===== config.mk =====
export PLATFORM = sky130hd
export DESIGN_NAME = sdt_ctrl
export DESIGN_NICKNAME = d
export VERILOG_FILES = /design/src/sv/segment_descriptor_table_assert.svh /design/src/sv/sdt_pkg.sv /design/src/sv/sdt_ctrl.sv
export SDC_FILE = /design/constraint.sdc
export NUM_CORES = 1
export LEC_CHECK = 0
export BUFFER_PORTS_ARGS = -buffer_cell sky130_fd_sc_hd__buf_2
export CAP_MARGIN = 20
export CORE_AREA = 4 4 41 43
export DETAILED_ROUTE_END_ITERATION = 10
export DIE_AREA = 0 0 45 47
export PLACE_DENSITY = 0.37
export SLEW_MARGIN = 20
export SYNTH_ARGS = -nofsm -noshare
export SYNTH_HDL_FRONTEND = slang
export SYNTH_SLANG_ARGS = --single-unit

===== constraint.sdc =====
create_clock -name clock -period 1.1 [get_ports clock]
set_clock_uncertainty 0.1 [all_clocks]
set_input_delay 0.22 -clock clock [delete_from_list [all_inputs] [get_ports clock]]
set_output_delay 0.22 -clock clock [all_outputs]
set_load 0.02 [all_outputs]

===== src/sv/segment_descriptor_table_assert.svh =====
// Assertion macros for the segment descriptor table.
`ifndef SEGMENT_DESCRIPTOR_TABLE_ASSERT_SVH
`define SEGMENT_DESCRIPTOR_TABLE_ASSERT_SVH

// Check that cons holds in the same cycle as ante.
`define SDT_ASSERT_SAME(label, ante, cons, msg) \
   label: assert property (@(posedge clock) disable iff (reset) (ante) |-> (cons)) \
      else $error(msg);

// Check that cons holds in the cycle after ante.
`define SDT_ASSERT_NEXT(label, ante, cons, msg) \
   label: assert property (@(posedge clock) disable iff (reset) (ante) |=> (cons)) \
      else $error(msg);

`endif


===== src/sv/sdt_pkg.sv =====
// Types and constants shared by the segment descriptor table modules.
`timescale 1ns / 1ps
package sdt_pkg;

   localparam logic [1:0] KIND_WRITE_OLD = 2'd0;
   localparam logic [1:0] KIND_WRITE_NEW = 2'd1;
   localparam logic [1:0] KIND_TRANSLATE = 2'd2;

   localparam logic [1:0] STATUS_OK           = 2'd0;
   localparam logic [1:0] STATUS_BAD_WRITE    = 2'd1;
   localparam logic [1:0] STATUS_BAD_SELECTOR = 2'd2;

   localparam logic [1:0] CONTENTS_DATA       = 2'd0;
   localparam logic [1:0] CONTENTS_CONFORMING = 2'd3;

   localparam logic [2:0] SEL_LOW_REQUIRED = 3'b111;
   localparam logic [2:0] DESC_FIXED_BITS  = 3'b111;
   localparam logic [11:0] PAGE_FILL       = 12'hfff;

   typedef struct packed {
      logic [1:0]  kind;
      logic [15:0] byte_count;
      logic [31:0] entry_index;
      logic [15:0] selector;
      logic [31:0] address;
      logic [19:0] limit_value;
      logic [1:0]  contents;
      logic        no_write;
      logic        operand_32;
      logic        page_granular;
      logic        absent;
      logic        useable;
   } sdt_req_type;

   typedef struct packed {
      logic [1:0]  status;
      logic [31:0] linear_address;
      logic        limit_exceeded;
      logic        no_table_warning;
   } sdt_rsp_type;

   typedef struct packed {
      logic clear;
      logic capture;
      logic execute;
   } sdt_cmd_type;

   typedef struct packed {
      logic clear_done;
   } sdt_stat_type;

endpackage


===== src/sv/sdt_ctrl.sv =====
// Controller for the segment descriptor table: clearing pass and beat sequencing.
`timescale 1ns / 1ps
module sdt_ctrl (
   input  logic                 clock,
   input  logic                 reset,
   input  logic                 req_valid,
   output logic                 req_ready,
   output logic                 rsp_valid,
   input  logic                 rsp_ready,
   input  sdt_pkg::sdt_stat_type stat,
   output sdt_pkg::sdt_cmd_type  cmd
);
   import sdt_pkg::*;

   typedef enum logic [1:0] {
      S_CLEAR,
      S_IDLE,
      S_EXEC,
      S_RESP
   } state_type;

   state_type state_ff, state_in;
   logic      rsp_valid_ff, rsp_valid_in;

   assign req_ready = (state_ff == S_IDLE) || ((state_ff == S_RESP) && rsp_ready);
   assign rsp_valid = rsp_valid_ff;

   always_comb begin
      cmd.clear   = (state_ff == S_CLEAR);
      cmd.capture = req_valid && req_ready;
      cmd.execute = (state_ff == S_EXEC);
   end

   always_comb begin
      state_in     = state_ff;
      rsp_valid_in = rsp_valid_ff;
      unique case (state_ff)
         S_CLEAR: begin
            if (stat.clear_done) begin
               state_in = S_IDLE;
            end
         end
         S_IDLE: begin
            if (req_valid) begin
               state_in = S_EXEC;
            end
         end
         S_EXEC: begin
            state_in     = S_RESP;
            rsp_valid_in = 1'b1;
         end
         S_RESP: begin
            if (rsp_ready) begin
               rsp_valid_in = 1'b0;
               state_in     = req_valid ? S_EXEC : S_IDLE;
            end
         end
         default: begin
            state_in     = S_CLEAR;
            rsp_valid_in = 1'b0;
         end
      endcase
   end

   always_ff @(posedge clock) begin
      if (reset) begin
         state_ff     <= S_CLEAR;
         rsp_valid_ff <= 1'b0;
      end else begin
         state_ff     <= state_in;
         rsp_valid_ff <= rsp_valid_in;
      end
   end

endmodule


## Word-level counts from Yosys, hierarchy flattened

Cells that the tools add are included.

- Eq/ne operators: 6
- Mux-type cells: 7
- Reductions and logical operators: 7

Operators by type and width:

| cell | count |
|---|---|
| $mux W2 | 4 |
| $pmux W2 S4 | 1 |
| $ne A2 B2 Y1 const B | 3 |
| $eq A2 B2 Y1 const B | 2 |
| $reduce_and A3 Y1 | 1 |
| $eq A2 B1 Y1 const B | 1 |
| $logic_and A1 B1 Y1 | 2 |
| $logic_not A2 Y1 | 1 |
| $pmux W1 S2 | 1 |
| $reduce_and A2 Y1 | 1 |
| $reduce_bool A2 Y1 | 1 |
| $logic_or A1 B1 Y1 | 1 |
| $mux W1 | 1 |

- Bits in registers: 3
- Input port bits: 5
- Output and inout port bits: 5
- Word-level logic and storage cells: 22

## Depth between registers and ports, before layout

Gate-level depths: netlist of run 1.

- Depth after elaboration: 4
- Mapped depth: 2
- Mapped depth without buffers: 2

## Worst setup path before layout of run 1

OpenSTA, ideal clock, no wires.

- Kind: register to output
- Start point: reg state_ff[0]
- End point: out cmd[1] (netlist name)
- Arrival time: 0.785 ns
- Required time: 0.780 ns
- Path slack: -0.005 ns
- Stages on the path, launching flop included: 3
- Buffers on the path: 0
- Cell sequence: dfxtp_1 > nand2_1 > nor2b_1

RTL lines:

| element | line | source |
|---|---|---|
| start, declared | sdt_ctrl.sv:22 | `state_type state_ff, state_in;` |
| start signal, assigned | sdt_ctrl.sv:70 | `state_ff <= state_in;` |
| end, declared | sdt_ctrl.sv:11 | `output sdt_pkg::sdt_cmd_type cmd` |

==> results of run 1 <==
[sequential cells by signal, indices dropped and copies added, names as in the netlist]
| signal | count |
|---|---|
| rsp_valid | 1 |
| state_ff | 2 |
[kinds of logic (layout without fill, tap and decap cells)]
family                 after synthesis  count (layout)  share of synthesized area (%)
buffers and inverters                0              19                              0
AND/OR/NAND/NOR                      7               7                           27.0
AO/OA/AOI/OAI                        5               5                           29.7
flip-flops                           3               3                           43.2
[what timing repair did]
| action | 4_1_cts | 5_1_grt |
|---|---|---|
| pin swaps | 1 | 2 |
| buffers inserted | 0 | 1 |
| resized for setup | 10 | 9 |
| endpoints found under the setup margin | 4 | 4 |
[per-stage QoR]
| step | instance area (sq um) | setup TNS, ns | hold WS (ns) | utilization (%) |
|---|---|---|---|---|
| after floorplan | 144 | 0 | 0.189 | - |
| after global placement | 245 | -0.00642 | 0.312 | 18.8 |
| after detailed placement | 245 | -0.0344 | 0.322 | 18.8 |
| after CTS | 298 | -0.560 | 0.0650 | 22.9 |
| after global routing | 342 | -0.660 | 0.0687 | 26.3 |
| final | 342 | -0.521 | 0.0721 | 26.3 |
[area by class of cell]
cell class	instances	share of cell area, %
timing repair buffer	15	33.7
multi-input combinational	12	33.3
sequential	3	19.8
clock buffer	4	7.69
tap	15	5.49
[cell usage after synthesis]
cell	instances	area share [%]
a311oi_1	1	6.3
nor3_1	1	3.6
a21bo_2	1	7.2
nor2_1	1	2.7
a21boi_0	1	5.4
a21oi_1	1	3.6
dfxtp_1	3	43
nand2b_1	1	4.5
nor2b_1	2	9.0
nand2_1	1	2.7
o21ba_2	1	7.2
and2_1	1	4.5
[cells in the final DEF (no fill, tap or decap), types with 2 or more instances in the layout]
cell type  n
buf_6      4
nor2b_4    2
dfxtp_4    2
buf_2      5
clkbuf_4   3
buf_4      6
[worst paths after layout]
path	from	endpoint	slack, ns
min reg2reg	state_ff[0]	state_ff[0]	0.44
max reg2reg	state_ff[0]	state_ff[0]	0.10
max	state_ff[0]	cmd[1]	-0.15
min	reset	state_ff[1]	0.07
[power groups by stage]
stage | combinational [uW] | clock [uW] | sequential [uW]
floorplan | 41.8 | 0 | 131
global placement | 88.7 | 0 | 128
detailed placement | 89.3 | 0 | 129
CTS | 104 | 203 | 128
global route | 130 | 218 | 134
finish | 123 | 194 | 133
[worst register-to-register path, delay by kind of cell, from the launching register on]
kind | cells | cell delay [ns]
DFF | 1 | 0.40
and+or+nand+nor | 1 | 0.04
buffers and inverters | 1 | 0.13
AOI/OAI and AO/OA | 1 | 0.23
[layer usage]
| metal | vias to the layer above | wire length [um] | part of all wire [%] |
|---|---|---|---|
| met4 | 0 | 0 | 0 |
| met2 | 3 | 319 | 62 |
| met5 | - | 0 | 0 |
| met1 | 87 | 170 | 33 |
| met3 | 0 | 26 | 5.0 |
| li1 | 94 | - | - |
==> key figures, run 1 <==
Timing
  • Final Hold Viols: 0
  • Max Slew Vio Count: 0
  • # setup viols final: 4
  • RSZ-0062 raised after global routing: true
  • PnR worst setup slack: -0.149 ns
  • Worst-margin pin slew: 0.209 ns
  • Max-slew headroom: ~86%
  • Fmax: 800 MHz
  • Min cycle time layout: 1.25 ns
  • Final period utilization: 114%

Synth
  • Distinct cell type count after synthesis: 12
  • Post-Syn Nets: 20
  • Syn Inst Count: 15
  • Sequential area share after synthesis: 43.2%
  • Syn_area_per_cell: about 9.3 sq um
  • Synth warn: 0
  • Synth Register Bits: 3
  • Synthesized area: 139 sq um

Min path
  • Worst Hold Depth: 2
  • Path category of the worst min-delay check: input pin to flop

Clock network
  • CTS Buf Count: 3
  • CTS tree: built
  • Clock latency on the worst-skew pair: ~0.23 ns
  • H-tree levels: 1
  • CTS Buffer Depth: 2
  • Clock net sink count: 3
  • Hold Buf Count CTS: 0
  • Root buffer cell: clkbuf_4
  • CTS clk-pin slew, worst paths: roughly 0.040 ns

Cells and area
  • Proportion of layout cells with a drive suffix above 1: 82.4%
  • Multi-input gate area: 114 sq um
  • Area delta synth->final: 146%
  • Post-Layout Cell Count: between 40 and 50
  • Final #Nets: 40
  • Register area: 67.6 sq um
  • Ant diodes: 0
  • Fillers: ~150

Power
  • Total power draw: roughly 450 uW
  • Sequential Power Share: ~30%
  • Maximum ir drop on the vdd rail: roughly 0.52 mV
  • Clk network pwr share: 43.1%
  • Leakage Power: 0.000164 uW
  • NetSw: about 120 uW
  • Internal: between 300 and 400 uW
  • Net Sw Frac: between 20% and 30%
  • Comb power frac: 27.3%
  • Power Density: 1320 nW/um^2

Die
  • Die area: 2120 sq um
  • Top Ports: 10
  • DIE HEIGHT: 47 um
  • Die Wd: about 45 um
  • Initial cell density of the core: 10.7%
  • Row cnt: 13
  • Core area: 1300 sq um

GRT
  • Vias in the first global route: roughly 180
  • Antenna violations before repair: 0
  • Pin count of the biggest net entering global routing: 7
  • GRT busiest layer: met2
  • Grt ovf: 0
  • Overall routing resource usage: under 10%
  • GR Layer Usage met2: 7.63%
  • First-pass GRT wire length: 703 um
  • Met3 GRT Util: 3.83%
  • Met1 Use GR: 4.54%

Routing
  • Drt drc: 0
  • DRT antenna net count: 0
  • Mean number of vias per cell: 3.76
  • Routed WL per cell: 10.5 um
  • Via Count: 184
  • Drt first pass iters: 1
  • DR iter-0 viols: 0
  • WL final: 516 um

Outcome
  • Failing checks: negative setup slack
  • Status: complete, but fails checks

Worst setup path
  • CP max FO: 6
  • R2R depth: 3
  • Critical path's largest stage delay: roughly 0.4 ns
  • Setup Crit Path Kind: flop to output pin
  • Slowest-stage cell, CP: dfxtp_4
  • CP Buf/Inv Count: 1
  • CP required: around 0.8 ns
  • Type of origin of the critical path: flop
  • CP Capture Type: output pin
  • Critical Path Stages: 3
  • Kind of cell adding the most delay to the critical path: flip-flops
  • Crit-path cells: nand2_4 -> nor2b_4 -> buf_6
  • Arr. time, crit path: ~0.93 ns

Placed design
  • Final Wtd Congestion: 0.725
  • Placed Cells: 44
  • Port buffer count: 9
  • Place WS: -0.0210 ns
  • Post-DP HPWL: ~330 um

Job
  • Max Cap Viol: 0
Note: power is estimated with default switching activity, not from simulation.
==> inputs of run 2 (changes only) <==
--- a/config.mk
+++ b/config.mk
@@ -5,12 +5,14 @@
 export SDC_FILE = /design/constraint.sdc
 export NUM_CORES = 1
 export LEC_CHECK = 0
+export ABC_AREA = 1
 export BUFFER_PORTS_ARGS = -buffer_cell sky130_fd_sc_hd__buf_2
 export CAP_MARGIN = 20
 export CORE_AREA = 4 4 41 43
 export DETAILED_ROUTE_END_ITERATION = 10
 export DIE_AREA = 0 0 45 47
-export PLACE_DENSITY = 0.37
+export PLACE_DENSITY = 0.4
+export SKIP_CTS_REPAIR_TIMING = 1
 export SLEW_MARGIN = 20
 export SYNTH_ARGS = -nofsm -noshare
 export SYNTH_HDL_FRONTEND = slang
==> run 2 against run 1 <==
Against the previous run: the flow still finishes with violations (negative setup slack); utilization rose by 4.2 points; global-route usage fell by 0.39 points; via count rose by 24%; flip-flop and latch count did not move; final cell count rose by 27%; non-clock buffer count rose by 1; clock power fell by 5%; sequential power rose by 5%; final area rose by 16%; first-iteration DRC count rose by 1; fmax fell by 4.2%.
==> key figures, run 2 <==
Outcome
  • Status: complete, but fails checks
  • Failing checks: negative setup slack

Cells and area
  • Ant diodes: 0
  • Max reg flops: 2
  • Proportion of layout cells with a drive suffix above 1: about three fifths
  • Area delta synth->final: 133%
  • Leading cell type in the layout, fill and taps excluded: buf_6
  • Biggest register: state_ff
  • Commonest cells after routing, fill and taps aside: buf_6 (6), nand2_1 (5), inv_1 (5), buf_2 (5), buf_4 (5)
  • Final #Nets: 53

Clock network
  • CTS Buf Count: 3
  • Clock latency on the worst-skew pair: 0.23 ns
  • H-tree levels: 1
  • CTS tree: built
  • Root buffer cell: clkbuf_4
  • CTS Buffer Depth: 2
  • CTS clk-pin slew, worst paths: 0.04 ns
  • Clock net sink count: 3

Placed design
  • Port buffer count: 9
  • Place WS: -0.0574 ns
  • Final Wtd Congestion: 0.665
  • Post-DP HPWL: 382 um

Synth
  • Synth Flop Type: dfxtp_1
  • Top cells by count, synth: inv_1 (6), nand2_1 (6), dfxtp_1 (3), nand3_1 (3), nor2_1 (3)
  • Synthesized area: approximately 170 sq um
  • Synth Register Bits: 3
  • Leading area contributor after synthesis: dfxtp_1
  • Post-Syn Nets: 32
  • Sequential area share after synthesis: 35.3%
  • Top cell type's share of synthesized area: 35.3%
  • Distinct cell type count after synthesis: 11
  • Syn_area_per_cell: 6.30 sq um
  • Async SR Flop Fraction: 0%
  • Post-synth EDFFs: 0
  • Top cells by area, synth: dfxtp_1 (35%), inv_1 (13%), nand2_1 (13%)
  • Synth warn: 0
  • Syn Inst Count: 27

Routing
  • Via Count: 228
  • Mean number of vias per cell: approximately 3.7
  • DRT antenna net count: 0
  • Drt first pass iters: 2
  • DR iter-0 viols: 1
  • WL final: ~460 um
  • Drt drc: 0
  • Routed WL per cell: 7.45 um

Worst setup path
  • CP required: 0.78 ns
  • CP Capture Type: output pin
  • Crit-path cells: inv_4 -> nand2_4 -> a21oi_4 -> buf_6
  • Slowest-stage cell, CP: dfxtp_4
  • Setup Crit Path Kind: flop to output pin
  • Critical path's largest stage delay: 0.36 ns
  • Arr. time, crit path: slightly below 1 ns
  • CP max FO: 3
  • Type of origin of the critical path: flop

Timing
  • Min cycle time layout: 1.30 ns
  • PnR worst setup slack: -0.204 ns
  • Final Hold Viols: 0
  • Max-slew headroom: 88.3%
  • Fmax: ~770 MHz
  • Final period utilization: 119%
  • Setup TNS: -0.719 ns
  • Worst-margin pin slew: 0.174 ns
  • Max Slew Vio Count: 0
  • # setup viols final: 5
  • RSZ-0062 raised after global routing: true
  • Worst hold margin: 0.0600 ns

Die
  • Die area: 2120 sq um
  • DIE HEIGHT: about 47 um
  • Core area: ~1300 sq um
  • Initial cell density of the core: 13.1%
  • Top Ports: 10
  • Die Wd: between 40 and 50 um
  • Row cnt: 13

GRT
  • Antenna violations before repair: 0
  • Overall routing resource usage: 4.81%
  • Pin count of the biggest net entering global routing: 5
  • Vias in the first global route: between 150 and 200
  • First-pass GRT wire length: 669 um
  • Grt ovf: 0

Power
  • Maximum ir drop on the vdd rail: 0.437 mV
  • Leakage Power: 0.000202 uW
  • Power Density: 1310 nW/um^2

Min path
  • Path category of the worst min-delay check: input pin to flop

Job
  • Max Cap Viol: 0
run 2: report_power, final:
group / leakage [uW] / switching [uW] / internal (uW)
combinational: 0.000161 / 93.5 / 100
sequential: 0.0000260 / 17.4 / 122
clock: 0.0000150 / 49.9 / 135
total: 0.000202 / 161 / 358
run 2: cell families after synthesis:
logic type	after synthesis	share of synthesized area (%)
AO/OA/AOI/OAI	3	11.0
buffers and inverters	6	13.2
flip-flops	3	35.3
AND/OR/NAND/NOR	15	40.4
run 2: area by class of cell:
| type | instances | area [sq um] |
|---|---|---|
| clock buffer | 4 | 26.3 |
| fill | 150 | 905 |
| inverter | 6 | 25.0 |
| multi-input combinational | 18 | 129 |
| sequential | 3 | 67.6 |
| tap | 15 | 18.8 |
| timing repair buffer | 16 | 130 |
run 2: through the flow:
| stage | total power [uW] | utilization [%] | std cells | cell area (sq um) |
|---|---|---|---|---|
| after CTS | 467 | 23.8 | 60 | 310 |
| after global placement | 274 | 21.8 | 56 | 284 |
| final | 518 | 30.5 | 62 | 397 |
| after global routing | 554 | 30.5 | 62 | 397 |
| after floorplan | 216 | - | 27 | 183 |
| after detailed placement | 274 | 21.8 | 56 | 284 |
run 2: routing by layer:
metal,global-route usage [%],up-vias,wire (um)
met1,4.76,100,185
li1,-,123,-
met3,3.45,0,28
met5,0,-,0
met4,3.51,0,0
met2,7.06,5,247
run 2: final timing paths:
check               from     endpoint  slack [ns]  depth (start not counted)
max          state_ff[1]       cmd[1]       -0.20                          4
min                reset    rsp_valid        0.06                          2
max reg2reg  state_ff[1]  state_ff[1]       -0.02                          8
min reg2reg    rsp_valid    rsp_valid        0.40                          2
run 2: worst max-delay path, delay by kind of cell (launching register included):
family                 cells  cell delay, ns
AO/OA/AOI/OAI              1            0.15
AND/OR/NAND/NOR            1            0.05
buffers and inverters      2            0.20
flip-flops                 1            0.36
